===== config.mk =====
export PLATFORM = sky130hd
export DESIGN_NAME = periodic_power_cycle_controller_unit
export DESIGN_NICKNAME = d
export VERILOG_FILES = /design/src/sv/ppcc_pkg.sv /design/src/sv/periodic_power_cycle_controller_unit.sv
export SDC_FILE = /design/constraint.sdc
export NUM_CORES = 1
export LEC_CHECK = 0
export ABC_AREA = 1
export BUFFER_PORTS_ARGS = -buffer_cell sky130_fd_sc_hd__buf_4
export CORE_ASPECT_RATIO = 2
export CORE_MARGIN = 1.5
export CORE_UTILIZATION = 65
export CTS_BUF_LIST = sky130_fd_sc_hd__clkbuf_4 sky130_fd_sc_hd__clkbuf_8
export DETAILED_ROUTE_END_ITERATION = 10
export PLACE_DENSITY = 0.84
export SLEW_MARGIN = 30
export SYNTH_ARGS = -nofsm -noshare
export SYNTH_HDL_FRONTEND = slang
export SYNTH_SLANG_ARGS = --single-unit

===== constraint.sdc =====
create_clock -name aclk -period 13 [get_ports aclk]
set_clock_uncertainty 0.15 [all_clocks]
set_input_delay 2.6 -clock aclk [delete_from_list [all_inputs] [get_ports aclk]]
set_output_delay 2.6 -clock aclk [all_outputs]
set_load 0.05 [all_outputs]

===== src/sv/ppcc_pkg.sv =====
// ----------------------------------------------------------------------------
// Power cycle controller package
// Widths, register indexes and reset values shared by the controller.
// ----------------------------------------------------------------------------
package ppcc_pkg;

    localparam int SECONDS_WIDTH = 20;
    localparam int OUT_SEC_W     = 20;
    localparam int TPS_W         = 4;
    localparam int CFG_DATA_W    = 20;
    localparam int CFG_ADDR_W    = 3;
    localparam int STATE_W       = 3;

    localparam logic [CFG_ADDR_W-1:0] CFG_TICKS_PER_SECOND  = 3'd0;
    localparam logic [CFG_ADDR_W-1:0] CFG_INITIAL_OFF       = 3'd1;
    localparam logic [CFG_ADDR_W-1:0] CFG_PERIOD            = 3'd2;
    localparam logic [CFG_ADDR_W-1:0] CFG_WARN              = 3'd3;
    localparam logic [CFG_ADDR_W-1:0] CFG_SHUTDOWN_HOLD     = 3'd4;

    localparam logic [TPS_W-1:0]      RST_TICKS_PER_SECOND  = 4'd5;
    localparam logic [CFG_DATA_W-1:0] RST_INITIAL_OFF       = 20'd10;
    localparam logic [CFG_DATA_W-1:0] RST_PERIOD            = 20'd86400;
    localparam logic [CFG_DATA_W-1:0] RST_WARN              = 20'd60;
    localparam logic [CFG_DATA_W-1:0] RST_SHUTDOWN_HOLD     = 20'd60;

endpackage


===== src/sv/periodic_power_cycle_controller_unit.sv =====
// ----------------------------------------------------------------------------
// Periodic power cycle controller
// Counts timer ticks into seconds and steps a power switching state machine,
// sensing button presses on the shared LED pin. One result per tick.
// ----------------------------------------------------------------------------
//  Channel   Ports                                   Direction  Carries
//  s_        s_valid s_ready s_pin_low               in         one tick request
//  m_        m_valid m_ready m_gate_on m_led_drive   out        one result per tick
//            m_state_code m_elapsed_seconds
//  cfg_      cfg_wr_en cfg_addr cfg_wdata            in         register writes
//
//  An accepted request waits in the input register until its result moves
//  to the result register. One request is accepted every cycle unless a
//  result is stalled; the state update is combinational between the two.
//  Reset is synchronous on aresetn and clears all control state.
//  A stalled result holds the pipeline; s_ready drops only when both stages
//  are full and m_ready is low.
module periodic_power_cycle_controller_unit (
    input  logic                               aclk,
    input  logic                               aresetn,
    input  logic                               s_valid,
    output logic                               s_ready,
    input  logic                               s_pin_low,
    output logic                               m_valid,
    input  logic                               m_ready,
    output logic                               m_gate_on,
    output logic                               m_led_drive,
    output logic [ppcc_pkg::STATE_W-1:0]       m_state_code,
    output logic [ppcc_pkg::OUT_SEC_W-1:0]     m_elapsed_seconds,
    input  logic                               cfg_wr_en,
    input  logic [ppcc_pkg::CFG_ADDR_W-1:0]    cfg_addr,
    input  logic [ppcc_pkg::CFG_DATA_W-1:0]    cfg_wdata
);
    import ppcc_pkg::*;

    typedef enum logic [STATE_W-1:0] {
        ST_INIT_OFF      = 3'd0,
        ST_ON            = 3'd1,
        ST_WARN          = 3'd2,
        ST_WAIT_SHUTDOWN = 3'd3,
        ST_SHUTDOWN_HOLD = 3'd4,
        ST_WAIT_POWERUP  = 3'd5
    } state_t;

    localparam logic [SECONDS_WIDTH-1:0] SEC_MAX = '1;

    logic [TPS_W-1:0]         tps_reg;
    logic [CFG_DATA_W-1:0]    initial_off_reg;
    logic [CFG_DATA_W-1:0]    period_reg;
    logic [CFG_DATA_W-1:0]    warn_reg;
    logic [CFG_DATA_W-1:0]    hold_reg;

    logic                     in_valid_reg;
    logic                     in_pin_reg;
    logic                     advance;

    state_t                   state_reg, state_next;
    logic [TPS_W-1:0]         presc_reg, presc_next;
    logic [SECONDS_WIDTH-1:0] cnt_reg, cnt_next;
    logic [SECONDS_WIDTH-1:0] mark_reg, mark_next;
    logic                     pend_reg, pend_next;

    logic                     out_valid_reg;
    logic                     out_gate_reg, out_gate_next;
    logic                     out_led_reg, out_led_next;
    logic [STATE_W-1:0]       out_state_reg;
    logic [OUT_SEC_W-1:0]     out_sec_reg;

    assign advance = in_valid_reg && (!out_valid_reg || m_ready);
    assign s_ready = !in_valid_reg || advance;

    always_comb begin
        logic [TPS_W-1:0]         p_inc;
        logic [CFG_DATA_W-1:0]    warn_at;
        logic [SECONDS_WIDTH-1:0] since;
        state_t                   cur;

        p_inc      = presc_reg + 1'b1;
        presc_next = p_inc;
        cnt_next   = cnt_reg;
        mark_next  = mark_reg;
        pend_next  = pend_reg;
        cur        = state_reg;

        if (p_inc >= tps_reg || p_inc == '0) begin
            presc_next = '0;
            if (cnt_reg != SEC_MAX) begin
                cnt_next = cnt_reg + 1'b1;
            end
        end

        if (!cnt_next[0] && in_pin_reg && (cur == ST_ON || cur == ST_WAIT_POWERUP)) begin
            pend_next = 1'b1;
        end

        warn_at = (period_reg > warn_reg) ? (period_reg - warn_reg) : '0;

        if (cur == ST_INIT_OFF) begin
            if (cnt_next >= SECONDS_WIDTH'(initial_off_reg)) begin
                cur = ST_ON;
            end
        end
        if (cur == ST_ON) begin
            if (cnt_next >= SECONDS_WIDTH'(warn_at)) begin
                cur = ST_WARN;
            end
            if (pend_next) begin
                pend_next = 1'b0;
                cur       = ST_WAIT_SHUTDOWN;
                mark_next = cnt_next;
            end
        end
        if (cur == ST_WARN) begin
            if (cnt_next >= SECONDS_WIDTH'(period_reg)) begin
                cur      = ST_INIT_OFF;
                cnt_next = '0;
            end
        end
        since = cnt_next - mark_next;
        if (cur == ST_WAIT_SHUTDOWN) begin
            if (since >= SECONDS_WIDTH'(warn_reg)) begin
                cur       = ST_SHUTDOWN_HOLD;
                mark_next = cnt_next;
            end
        end
        since = cnt_next - mark_next;
        if (cur == ST_SHUTDOWN_HOLD) begin
            if (since >= SECONDS_WIDTH'(hold_reg)) begin
                cur = ST_WAIT_POWERUP;
            end
        end
        if (cur == ST_WAIT_POWERUP) begin
            if (pend_next) begin
                pend_next = 1'b0;
                cur       = ST_INIT_OFF;
                cnt_next  = '0;
            end
        end

        state_next    = cur;
        out_gate_next = (cur == ST_ON || cur == ST_WARN || cur == ST_WAIT_SHUTDOWN);
        out_led_next  = (cur == ST_INIT_OFF || cur == ST_WARN || cur == ST_WAIT_SHUTDOWN)
                        ? 1'b1 : cnt_next[0];
    end

    always_ff @(posedge aclk) begin
        if (!aresetn) begin
            tps_reg         <= RST_TICKS_PER_SECOND;
            initial_off_reg <= RST_INITIAL_OFF;
            period_reg      <= RST_PERIOD;
            warn_reg        <= RST_WARN;
            hold_reg        <= RST_SHUTDOWN_HOLD;
            in_valid_reg    <= 1'b0;
            out_valid_reg   <= 1'b0;
            state_reg       <= ST_INIT_OFF;
            presc_reg       <= '0;
            cnt_reg         <= '0;
            mark_reg        <= '0;
            pend_reg        <= 1'b0;
        end else begin
            if (cfg_wr_en) begin
                case (cfg_addr)
                    CFG_TICKS_PER_SECOND: begin
                        tps_reg <= cfg_wdata[TPS_W-1:0];
                    end
                    CFG_INITIAL_OFF: begin
                        initial_off_reg <= cfg_wdata;
                    end
                    CFG_PERIOD: begin
                        period_reg <= cfg_wdata;
                    end
                    CFG_WARN: begin
                        warn_reg <= cfg_wdata;
                    end
                    CFG_SHUTDOWN_HOLD: begin
                        hold_reg <= cfg_wdata;
                    end
                    default: begin
                    end
                endcase
            end
            if (s_ready) begin
                in_valid_reg <= s_valid;
            end
            if (advance) begin
                out_valid_reg <= 1'b1;
                state_reg     <= state_next;
                presc_reg     <= presc_next;
                cnt_reg       <= cnt_next;
                mark_reg      <= mark_next;
                pend_reg      <= pend_next;
            end else if (m_ready) begin
                out_valid_reg <= 1'b0;
            end
        end
    end

    always_ff @(posedge aclk) begin
        if (s_ready && s_valid) begin
            in_pin_reg <= s_pin_low;
        end
        if (advance) begin
            out_gate_reg  <= out_gate_next;
            out_led_reg   <= out_led_next;
            out_state_reg <= state_next;
            out_sec_reg   <= OUT_SEC_W'(cnt_next);
        end
    end

    assign m_valid           = out_valid_reg;
    assign m_gate_on         = out_gate_reg;
    assign m_led_drive       = out_led_reg;
    assign m_state_code      = out_state_reg;
    assign m_elapsed_seconds = out_sec_reg;

    // A pending press is always consumed within the tick that latches it.
    assert property (@(posedge aclk) disable iff (!aresetn) !pend_reg)
        else $error("press left pending across ticks");

    // The seconds counter only holds, steps by one, or restarts at zero.
    assert property (@(posedge aclk) disable iff (!aresetn)
        advance |=> (cnt_reg == '0 || cnt_reg == $past(cnt_reg) ||
                     cnt_reg == $past(cnt_reg) + 1'b1))
        else $error("seconds counter jumped");

    // Power is applied only in on, warn and wait for shutdown.
    assert property (@(posedge aclk) disable iff (!aresetn)
        (out_valid_reg && out_gate_reg) |->
        (out_state_reg == ST_ON || out_state_reg == ST_WARN ||
         out_state_reg == ST_WAIT_SHUTDOWN))
        else $error("gate on in a powered-off state");

    // The LED is steady in the initial off state.
    assert property (@(posedge aclk) disable iff (!aresetn)
        (out_valid_reg && out_state_reg == ST_INIT_OFF) |-> out_led_reg)
        else $error("LED not lit in initial off state");

    // A result that is not taken keeps the pipeline from advancing.
    assert property (@(posedge aclk) disable iff (!aresetn)
        (out_valid_reg && !m_ready) |-> !advance)
        else $error("result overwritten while stalled");

endmodule

Word level (Yosys, flattened, before mapping)
Index checks and enable logic that the tools add are counted.
{"block": "op_classes", "mux": 30, "magnitude_cmp": 7, "reduce_logical": 25, "n_eq_ne": 15, "addsub": 5}
{"op": "2-to-1 mux 20 bit", "n": 11}
{"op": "greater-or-equal comparator 20 bit", "n": 5}
{"op": "subtractor 20 bit", "n": 3}
{"op": "2-to-1 mux 3 bit", "n": 13}
{"op": "adder 20 x 1 -> 20 bit (second input constant)", "n": 1}
{"op": "> comparator 20 bit", "n": 1}
{"op": "!= test 20 bit (second input constant)", "n": 1}
{"op": "== test 3 x 2 -> 1 bit (second input constant)", "n": 6}
{"op": "== test 3 x 1 -> 1 bit (second input constant)", "n": 4}
{"op": "== test 3 bit (second input constant)", "n": 4}
{"op": "AND reduction 2 bit", "n": 5}
{"op": "zero test 3 bit", "n": 3}
{"op": "logical OR 1 bit", "n": 8}
{"op": "2-to-1 mux 1 bit", "n": 5}
{"op": "adder 4 x 1 -> 4 bit (second input constant)", "n": 1}
{"op": "greater-or-equal comparator 4 bit", "n": 1}
{"op": "logical AND 1 bit", "n": 4}
{"op": "zero test 4 bit", "n": 1}
{"op": "2-to-1 mux 4 bit", "n": 1}
{"op": "zero test 1 bit", "n": 3}
{"op": "nonzero test 2 bit", "n": 1}
{"block": "totals", "output_inout_bits": 27, "ff_bits": 160, "word_cells": 99}

Logic depth before layout (Yosys ltp)
Gate-level depths: netlist of the first run.
{"block": "logic_depth", "ltp_word": 25, "ltp_mapped": 102}

Least setup slack after synthesis of the first run
No wires, ideal clock.
{"block": "synth_timing", "path_kind": "reg-to-reg", "from": "register warn_reg[2]", "to": "register out_sec_reg[13], in the netlist m_elapsed_seconds[13], data pin", "path_stages_with_launch": 93, "setup_ps": 248, "path_buffers": 3, "arrival_time_ps": 11189, "path_slack_ps": 1413, "path_cell_list": "dfxtp_1 inv_1 ha_1 a21oi_1 o21ai_0 nand2_1 nand2_1 a21oi_1 o21ai_0 a21boi_0 inv_1 a21oi_1 o21ai_0 nand3_1 nand2_1 a211oi_1 nor2_1 a21oi_1 [57 not listed] nand2_1 nand3_1 nand2_1 a21oi_1 nor2_1 nor2_1 xnor2_1 ha_1 nand2_1 nor2_1 nand2_1 o211ai_1 nand2_2 a21oi_4 nand3_4 buf_6 nand2_4 inv_2"}
{"block": "synth_via", "elab_chain_cells": 18}
{"item": "from (decl)", "line_no": "periodic_power_cycle_controller_unit.sv:50", "source": "logic [CFG_DATA_W-1:0] warn_reg;"}
{"item": "from (signal assigned)", "line_no": "periodic_power_cycle_controller_unit.sv:173", "source": "warn_reg <= cfg_wdata;"}
{"item": "subtractor 20 bit / > comparator 20 bit (equally long branches)", "line_no": "periodic_power_cycle_controller_unit.sv:96", "source": "warn_at = (period_reg > warn_reg) ? (period_reg - warn_reg) : '0;"}
{"item": "2-to-1 mux 20 bit", "line_no": "periodic_power_cycle_controller_unit.sv:96"}
{"item": "greater-or-equal comparator 20 bit", "line_no": "periodic_power_cycle_controller_unit.sv:104", "source": "if (cnt_next >= SECONDS_WIDTH'(warn_at)) begin"}
{"item": "2-to-1 mux 3 bit", "line_no": "periodic_power_cycle_controller_unit.sv:104"}
{"item": "2-to-1 mux 3 bit", "line_no": "periodic_power_cycle_controller_unit.sv:107", "source": "if (pend_next) begin"}
{"item": "2-to-1 mux 3 bit", "line_no": "periodic_power_cycle_controller_unit.sv:103", "source": "if (cur == ST_ON) begin"}
{"item": "== test 3 x 2 -> 1 bit", "line_no": "periodic_power_cycle_controller_unit.sv:113", "source": "if (cur == ST_WARN) begin"}
{"item": "2-to-1 mux 20 bit", "line_no": "periodic_power_cycle_controller_unit.sv:113"}
{"item": "[3 not listed]"}
{"item": "2-to-1 mux 20 bit", "line_no": "periodic_power_cycle_controller_unit.sv:120", "source": "if (cur == ST_WAIT_SHUTDOWN) begin"}
{"item": "subtractor 20 bit", "line_no": "periodic_power_cycle_controller_unit.sv:126", "source": "since = cnt_next - mark_next;"}
{"item": "greater-or-equal comparator 20 bit", "line_no": "periodic_power_cycle_controller_unit.sv:128", "source": "if (since >= SECONDS_WIDTH'(hold_reg)) begin"}
{"item": "2-to-1 mux 3 bit", "line_no": "periodic_power_cycle_controller_unit.sv:128"}
{"item": "2-to-1 mux 3 bit", "line_no": "periodic_power_cycle_controller_unit.sv:127", "source": "if (cur == ST_SHUTDOWN_HOLD) begin"}
{"item": "== test 3 bit", "line_no": "periodic_power_cycle_controller_unit.sv:132", "source": "if (cur == ST_WAIT_POWERUP) begin"}
{"item": "2-to-1 mux 20 bit (*)", "line_no": "periodic_power_cycle_controller_unit.sv:132"}
{"item": "via cnt_next[13]", "line_no": "periodic_power_cycle_controller_unit.sv:59", "source": "logic [SECONDS_WIDTH-1:0] cnt_reg, cnt_next;"}
{"item": "to (signal assigned)", "line_no": "periodic_power_cycle_controller_unit.sv:206", "source": "out_sec_reg <= OUT_SEC_W'(cnt_next);"}
{"item": "to (decl)", "line_no": "periodic_power_cycle_controller_unit.sv:67", "source": "logic [OUT_SEC_W-1:0] out_sec_reg;"}
Mark *: on every way through the listed nets, which the timed path passes. The rest lies on a longest branch.
A chain may end at the register's enable or synchronous reset.

Worst setup path in the final report of the first run
{"block": "layout_timing", "from": "register presc_reg[0]", "to": "register out_sec_reg[3], in the netlist m_elapsed_seconds[3], data pin"}
{"block": "layout_via", "elab_chain_cells": 22}
{"item": "from (decl)", "line_no": "periodic_power_cycle_controller_unit.sv:58", "source": "logic [TPS_W-1:0] presc_reg, presc_next;"}
{"item": "from (signal assigned)", "line_no": "periodic_power_cycle_controller_unit.sv:188", "source": "presc_reg <= presc_next;"}
{"item": "adder 4 x 1 -> 4 bit (*)", "line_no": "periodic_power_cycle_controller_unit.sv:78", "source": "p_inc = presc_reg + 1'b1;"}
{"item": "greater-or-equal comparator 4 bit / zero test 4 bit (equally long branches)", "line_no": "periodic_power_cycle_controller_unit.sv:85", "source": "if (p_inc >= tps_reg || p_inc == '0) begin"}
{"item": "logical OR 1 bit (*)", "line_no": "periodic_power_cycle_controller_unit.sv:85"}
{"item": "2-to-1 mux 20 bit (*)", "line_no": "periodic_power_cycle_controller_unit.sv:85"}
{"item": "greater-or-equal comparator 20 bit / zero test 1 bit (equally long branches)", "line_no": "periodic_power_cycle_controller_unit.sv:99, periodic_power_cycle_controller_unit.sv:92"}
{"item": "2-to-1 mux 3 bit / logical AND 1 bit (equally long branches)", "line_no": "periodic_power_cycle_controller_unit.sv:99, periodic_power_cycle_controller_unit.sv:92"}
{"item": "2-to-1 mux 3 bit / logical AND 1 bit (equally long branches)", "line_no": "periodic_power_cycle_controller_unit.sv:98, periodic_power_cycle_controller_unit.sv:92"}
{"item": "2-to-1 mux 3 bit / 2-to-1 mux 1 bit (equally long branches)", "line_no": "periodic_power_cycle_controller_unit.sv:104, periodic_power_cycle_controller_unit.sv:92"}
{"item": "[7 not listed]"}
{"item": "2-to-1 mux 20 bit", "line_no": "periodic_power_cycle_controller_unit.sv:120"}
{"item": "subtractor 20 bit", "line_no": "periodic_power_cycle_controller_unit.sv:126"}
{"item": "greater-or-equal comparator 20 bit", "line_no": "periodic_power_cycle_controller_unit.sv:128"}
{"item": "2-to-1 mux 3 bit", "line_no": "periodic_power_cycle_controller_unit.sv:128"}
{"item": "2-to-1 mux 3 bit", "line_no": "periodic_power_cycle_controller_unit.sv:127"}
{"item": "== test 3 bit", "line_no": "periodic_power_cycle_controller_unit.sv:132"}
{"item": "2-to-1 mux 20 bit (*)", "line_no": "periodic_power_cycle_controller_unit.sv:132"}
{"item": "via cnt_next[3]", "line_no": "periodic_power_cycle_controller_unit.sv:59"}
Marks and branches as above.

==> flow_summary.yaml, run 1 <==
worst_setup_path:
  slowest_delay_ps: 400
  crit_fanout: 9
  crit_path_frequent_cell: "nand2_1"
  cp.required_ps: 13080
  crit_slowest_cell: "fa_1"
  path_class: "register to register"
  crit_arrival_ps: 12430
  start_kind: "register"
  worstSetupEndpointType: "register"
power_and_ir_drop:
  cellLeakagePower_nw: 6.78
  ir_drop_mv: 0.135
  power.density_mw_per_mm2: 139
sta:
  max_freq_ghz: 0.0810
  drv_slew: 0
  tightest_slew_ps: 936
  slew-limit-headroom: 0.375
  min_period_ps: 12350
  holdWs_ps: 318
  finalSetupViolCount: 0
  hold_viol: 0
  fin_crit_sh: 0.950
drt:
  viasPerCell: 5.90
  route.detailed.drc: 0
  first_iter_violations: 664
  drtPass1Iterations: 5
  vias: 11600
  wire_per_inst_um: 17.3
  routed_wl_mm: 34.0
  drt.antenna.violating_nets: 0
layout:
  areaGrowthSynthToFinish_pct: 14.2
  layout_common_cells: "281 x nand2_1, 251 x inv_1, 185 x a21oi_1"
  nets: 1930
  drive_gt1_frac: 0.168
  final_cells: 1968
  diodes: 0
  layout_commonest_cell: "nand2_1"
grt:
  grt_pass1_wl_mm: 52.9
  antenna_found_initial: 0
  grt_usage: 0.347
  grt_pass1_vias: 11200
  grt_max_degree: 89
  overflow: 0
die:
  coreArea_mm2: 0.0181
  die-area_mm2: 0.0193
  row_count: 70
  die_y_um: 195
  start_util: 0.660
  die_x_um: 98.9
  io_pins: 56
synth:
  seq_area_frac_synth: 0.290
  synth_warnings: 0
  ys_types: 53
  synth_top_flop_cell: "dfxtp_1"
  yosys.area.top_type: "dfxtp_1"
  syn_inst: 1638
  syn_nets: 1829
  ys_ff_latch: 160
  syn_area_mm2: 0.0120
  syn_avg_cell_area_um2: 7.30
  synthDominantCellAreaShare: 0.224
  synth_enable_flop_cells: 26
  ys_async_sr_fraction: 0
  synth_area_leaders: "dfxtp_1 22%, ha_1 17%, nand2_1 8.9%"
clock_network:
  numCtsBuffers: 17
  cts_tree: "built"
  cts.sinks: 160
  clk_pin_slew_worst_paths_ps: 100
  clkLatencyLatePin_ps: 480
  cts-htree-levels: 4
  cts_buffer_depth: 2
  root_buffer: "clkbuf_8"
worst_hold_path:
  min_path_type: "register to register"
place:
  dp.cells: 1927
  numPortBuffers: 55
  dp_hpwl_mm: 25.4
  gp_congestion: 0.992
status:
  status: "complete, no violations"
job:
  cap_violations: 0
## through the flow
stage          power [mW]  instance area (µm²)  setup TNS [ps]  setup slack [ps]   util
2_1_floorplan        1.17                12000               0              1410      -
3_3_place_gp         1.42                13000               0               285  0.714
3_5_place_dp         1.45                13000            -442             -40.4  0.715
4_1_cts              1.84                13400               0              47.0  0.737
5_1_grt              2.02                13700           -2870              -123  0.753
6_report             1.90                13700               0               653  0.753
## kinds of logic after synthesis
logic type	share of synthesized area
xor+xnor	0.0418
compound gates	0.196
fa+ha+maj	0.171
buf+inv	0.108
mux	0.00418
simple gates	0.189
flops	0.290
## worst paths after layout
kind	slack, ps	depth (start not counted)	endpoint	from
max reg2reg	650	85	m_elapsed_seconds[3]$_DFFE_PP_	presc_reg[0]$_SDFFE_PN0P_
min reg2reg	320	2	initial_off_reg[8]$_SDFFE_PN0P_	initial_off_reg[8]$_SDFFE_PN0P_
min	320	2	initial_off_reg[8]$_SDFFE_PN0P_	initial_off_reg[8]$_SDFFE_PN0P_
max	650	85	m_elapsed_seconds[3]$_DFFE_PP_	presc_reg[0]$_SDFFE_PN0P_
## power breakdown
| part | switching (mW) | leakage, nW | internal, mW |
|---|---|---|---|
| logic | 0.550 | 5.23 | 0.407 |
| registers | 0.0190 | 1.34 | 0.534 |
| clock network | 0.207 | 0.202 | 0.179 |
## worst max-delay path: cells and delay by family, from the launching register on
family,cells,cell delay [ps]
AOI/OAI and AO/OA,22,3300
buffers and inverters,9,1120
adders and majority gates,8,2350
xor gates and xnor gates,3,400
DFF,1,360
and+or+nand+nor,43,4400
## layer usage
layer	up-vias	wire length, µm	global-route usage
li1	5629	-	-
met1	5362	12200	0.378
met2	456	17700	0.624
met3	156	2100	0.0464
met4	0	1940	0.213
met5	-	0	0
## area by class of cell
| type | instances | area (µm²) |
|---|---|---|
| clock buffers | 18 | 248 |
| clock inverters | 14 | 153 |
| fillers | 1418 | 4470 |
| inverters | 288 | 1080 |
| multi-input cells | 1142 | 7420 |
| flip-flops and latches | 160 | 3470 |
| well taps | 216 | 270 |
| repair buffers | 130 | 1010 |
## synth_stat cells (3+ instances only)
cell type,n
nand2_1,285
inv_1,257
a21oi_1,196
ha_1,159
o21ai_0,145
dfxtp_1,134
nor2_1,65
nand3_1,56
xor2_1,38
clkbuf_1,37
o211ai_1,33
inv_2,29
edfxtp_1,26
nand2_2,20
o21ai_1,19
nand4_1,16
xnor2_1,16
nand2_4,14
nor3_1,11
a211oi_1,7
buf_2,7
or2_2,6
a21o_1,5
mux2i_1,5
o21bai_1,5
a31oi_1,4
fa_1,3
nand4_2,3
nor2_2,3
## timing repair
item                       in CTS  in global routing
hold endpoints to repair        0                  0
setup endpoints to repair      40                 47
resized for setup               2                 56
pin swaps                       0                 17
hold buffers                    0                  0
setup buffers                   0                  7
cloned                          0                  2
No activity file was read; power rests on OpenSTA's default activity.
==> run 2: changes to the inputs <==
Settings changed: CORE_UTILIZATION 65 to 35, PLACE_DENSITY 0.84 to unset, RECOVER_POWER set to 50, TNS_END_PERCENT set to 20.
==> flow_summary.yaml, run 2 (synthesis results as in run 1) <==
status:
  status: "finished with violations"
  violations: "max-capacitance violations, max-slew violations"
place:
  dpl_cell_area_mm2: 0.0131
  dp_hpwl_mm: 28.6
  gp_congestion: 0.943
  dp.cells: 2131
  place_ws_ps: -48.2
  numPortBuffers: 55
worst_setup_path:
  r2r-start: "presc_reg[1]$_SDFFE_PN0P_"
  path_class: "register to register"
  r2r_cells: 86
  crit_fanout: 10
  crit_arrival_ps: 12430
  worstSetupEndpointType: "register"
  cp.required_ps: 13130
  crit_path_frequent_cell: "nand2_1"
  crit_slowest_cell: "dfxtp_1"
  slowest_delay_ps: 410
  start_kind: "register"
  rrSetupSlack_ps: 690
  r2r_end: "m_elapsed_seconds[5]$_DFFE_PP_"
grt:
  grt_pass1_wl_mm: 56.3
  grt_max_degree: 101
  grt_pass1_vias: 10800
  grt_usage: 0.207
  overflow: 0
  antenna_found_initial: 1
clock_network:
  root_buffer: "clkbuf_8"
  cts_tree: "built"
  clkLatencyLatePin_ps: 510
  numCtsBuffers: 17
  clk_pin_slew_worst_paths_ps: 90
  cts_buffer_depth: 2
  cts.sinks: 160
  cts-htree-levels: 4
  ctsHoldBuffers: 0
die:
  start_util: 0.356
  die_x_um: 134
  io_pins: 56
  coreArea_mm2: 0.0336
  die-area_mm2: 0.0354
  die_y_um: 264
  row_count: 95
sta:
  min_period_ps: 12310
  drv_slew: 126
  holdWs_ps: 321
  max_freq_ghz: 0.0813
  fin_ws_ps: 694
  slew-limit-headroom: -1.25
  fin_crit_sh: 0.947
  finalSetupViolCount: 0
  hold_viol: 0
  tightest_slew_ps: 3370
layout:
  layout_commonest_cell: "nand2_1"
  final_cells: 2186
  layout_common_cells: "282 x nand2_1, 247 x inv_1, 182 x a21oi_1"
  utilization: 0.416
  drive_gt1_frac: 0.157
  areaGrowthSynthToFinish_pct: 17.0
  fillerInstances: 3472
  final_cell_area_mm2: 0.0140
  nets: 1927
drt:
  wire_per_inst_um: 16.9
  viasPerCell: 5.08
  routed_wl_mm: 36.9
  vias: 11100
  drtPass1Iterations: 5
  first_iter_violations: 542
  drt.antenna.violating_nets: 0
  route.detailed.drc: 0
power_and_ir_drop:
  power.density_mw_per_mm2: 137
  cellLeakagePower_nw: 6.71
  ir_drop_mv: 0.0870
worst_hold_path:
  min_path_type: "register to register"
  hold_end: "initial_off_reg[2]$_SDFFE_PN0P_"
  holdPathStages: 2
  hold_start: "initial_off_reg[2]$_SDFFE_PN0P_"
job:
  cap_violations: 2
[run 2: cell count changes in the layout (fill, tap and decap cells not counted), moves of 4 or more]
cell,delta
dfxtp_2,-4
inv_1,-4
buf_4,-38
clkbuf_1,+29
ha_1,-6
ha_4,+5
[run 2: power by group]
part           total [mW]  switching (mW)  internal, mW
clock               0.431           0.214         0.218
combinational       0.929           0.550         0.379
sequential          0.550          0.0160         0.534
total                1.91           0.779          1.13
[run 2: layout make-up]
cell class,instances,area [µm²],area share
Sequential cell,160,3470,0.248
Multi-Input combinational cell,1141,7500,0.536
Clock inverter,14,203,0.0145
Clock buffer,18,248,0.0177
Timing Repair Buffer,128,937,0.0670
Inverter,288,1090,0.0776
Antenna cell,1,2.50,0.000179
Tap cell,436,546,0.0390
[run 2: per-layer routing]
metal  track usage  vias to the layer above  part of all wire
li1              -                     5624                 -
met1         0.207                     5184              0.37
met2         0.403                      199              0.55
met3        0.0254                      102             0.027
met4         0.116                        0             0.059
met5             0                        -                 0
[run 2: repair_timing]
action                                  4_1_cts  5_1_grt
endpoints found under the hold margin         0        0
pin swaps                                     0       30
buffers inserted                              0       18
endpoints found under the setup margin       39       47
gates resized for setup                       2       72
cloned                                        0        4
[run 2: worst max path at each step]
stage                         startpoint                              end  slack (ps)  cells after the start
3_5_place_dp   presc_reg[0]$_SDFFE_PN0P_   m_elapsed_seconds[6]$_DFFE_PP_         -50                     87
3_3_place_gp   presc_reg[0]$_SDFFE_PN0P_  m_elapsed_seconds[18]$_DFFE_PP_          20                     92
6_report       presc_reg[1]$_SDFFE_PN0P_   m_elapsed_seconds[5]$_DFFE_PP_         690                     86
2_1_floorplan   warn_reg[2]$_SDFFE_PN1P_  m_elapsed_seconds[13]$_DFFE_PP_        1410                     92
5_1_grt        presc_reg[0]$_SDFFE_PN0P_  m_elapsed_seconds[18]$_DFFE_PP_        -140                     92
4_1_cts         warn_reg[2]$_SDFFE_PN1P_  m_elapsed_seconds[18]$_DFFE_PP_          80                     92
[run 2: metrics by stage]
| stage | setup TNS, ps | power, mW |
|---|---|---|
| 2_1_floorplan | 0 | 1.17 |
| 3_3_place_gp | 0 | 1.40 |
| 3_5_place_dp | -614 | 1.41 |
| 4_1_cts | 0 | 1.85 |
| 5_1_grt | -3310 | 2.06 |
| 6_report | 0 | 1.91 |
[run 2: worst max-delay path, delay by kind of cell (launching register included)]
kind                     cells  cell delay, ps
AO/OA/AOI/OAI               25            3820
flip-flops                   1             410
AND/OR/NAND/NOR             39            4000
buffers and inverters       12            1490
adder cells (fa/ha/maj)      7            1860
XOR/XNOR                     3             340
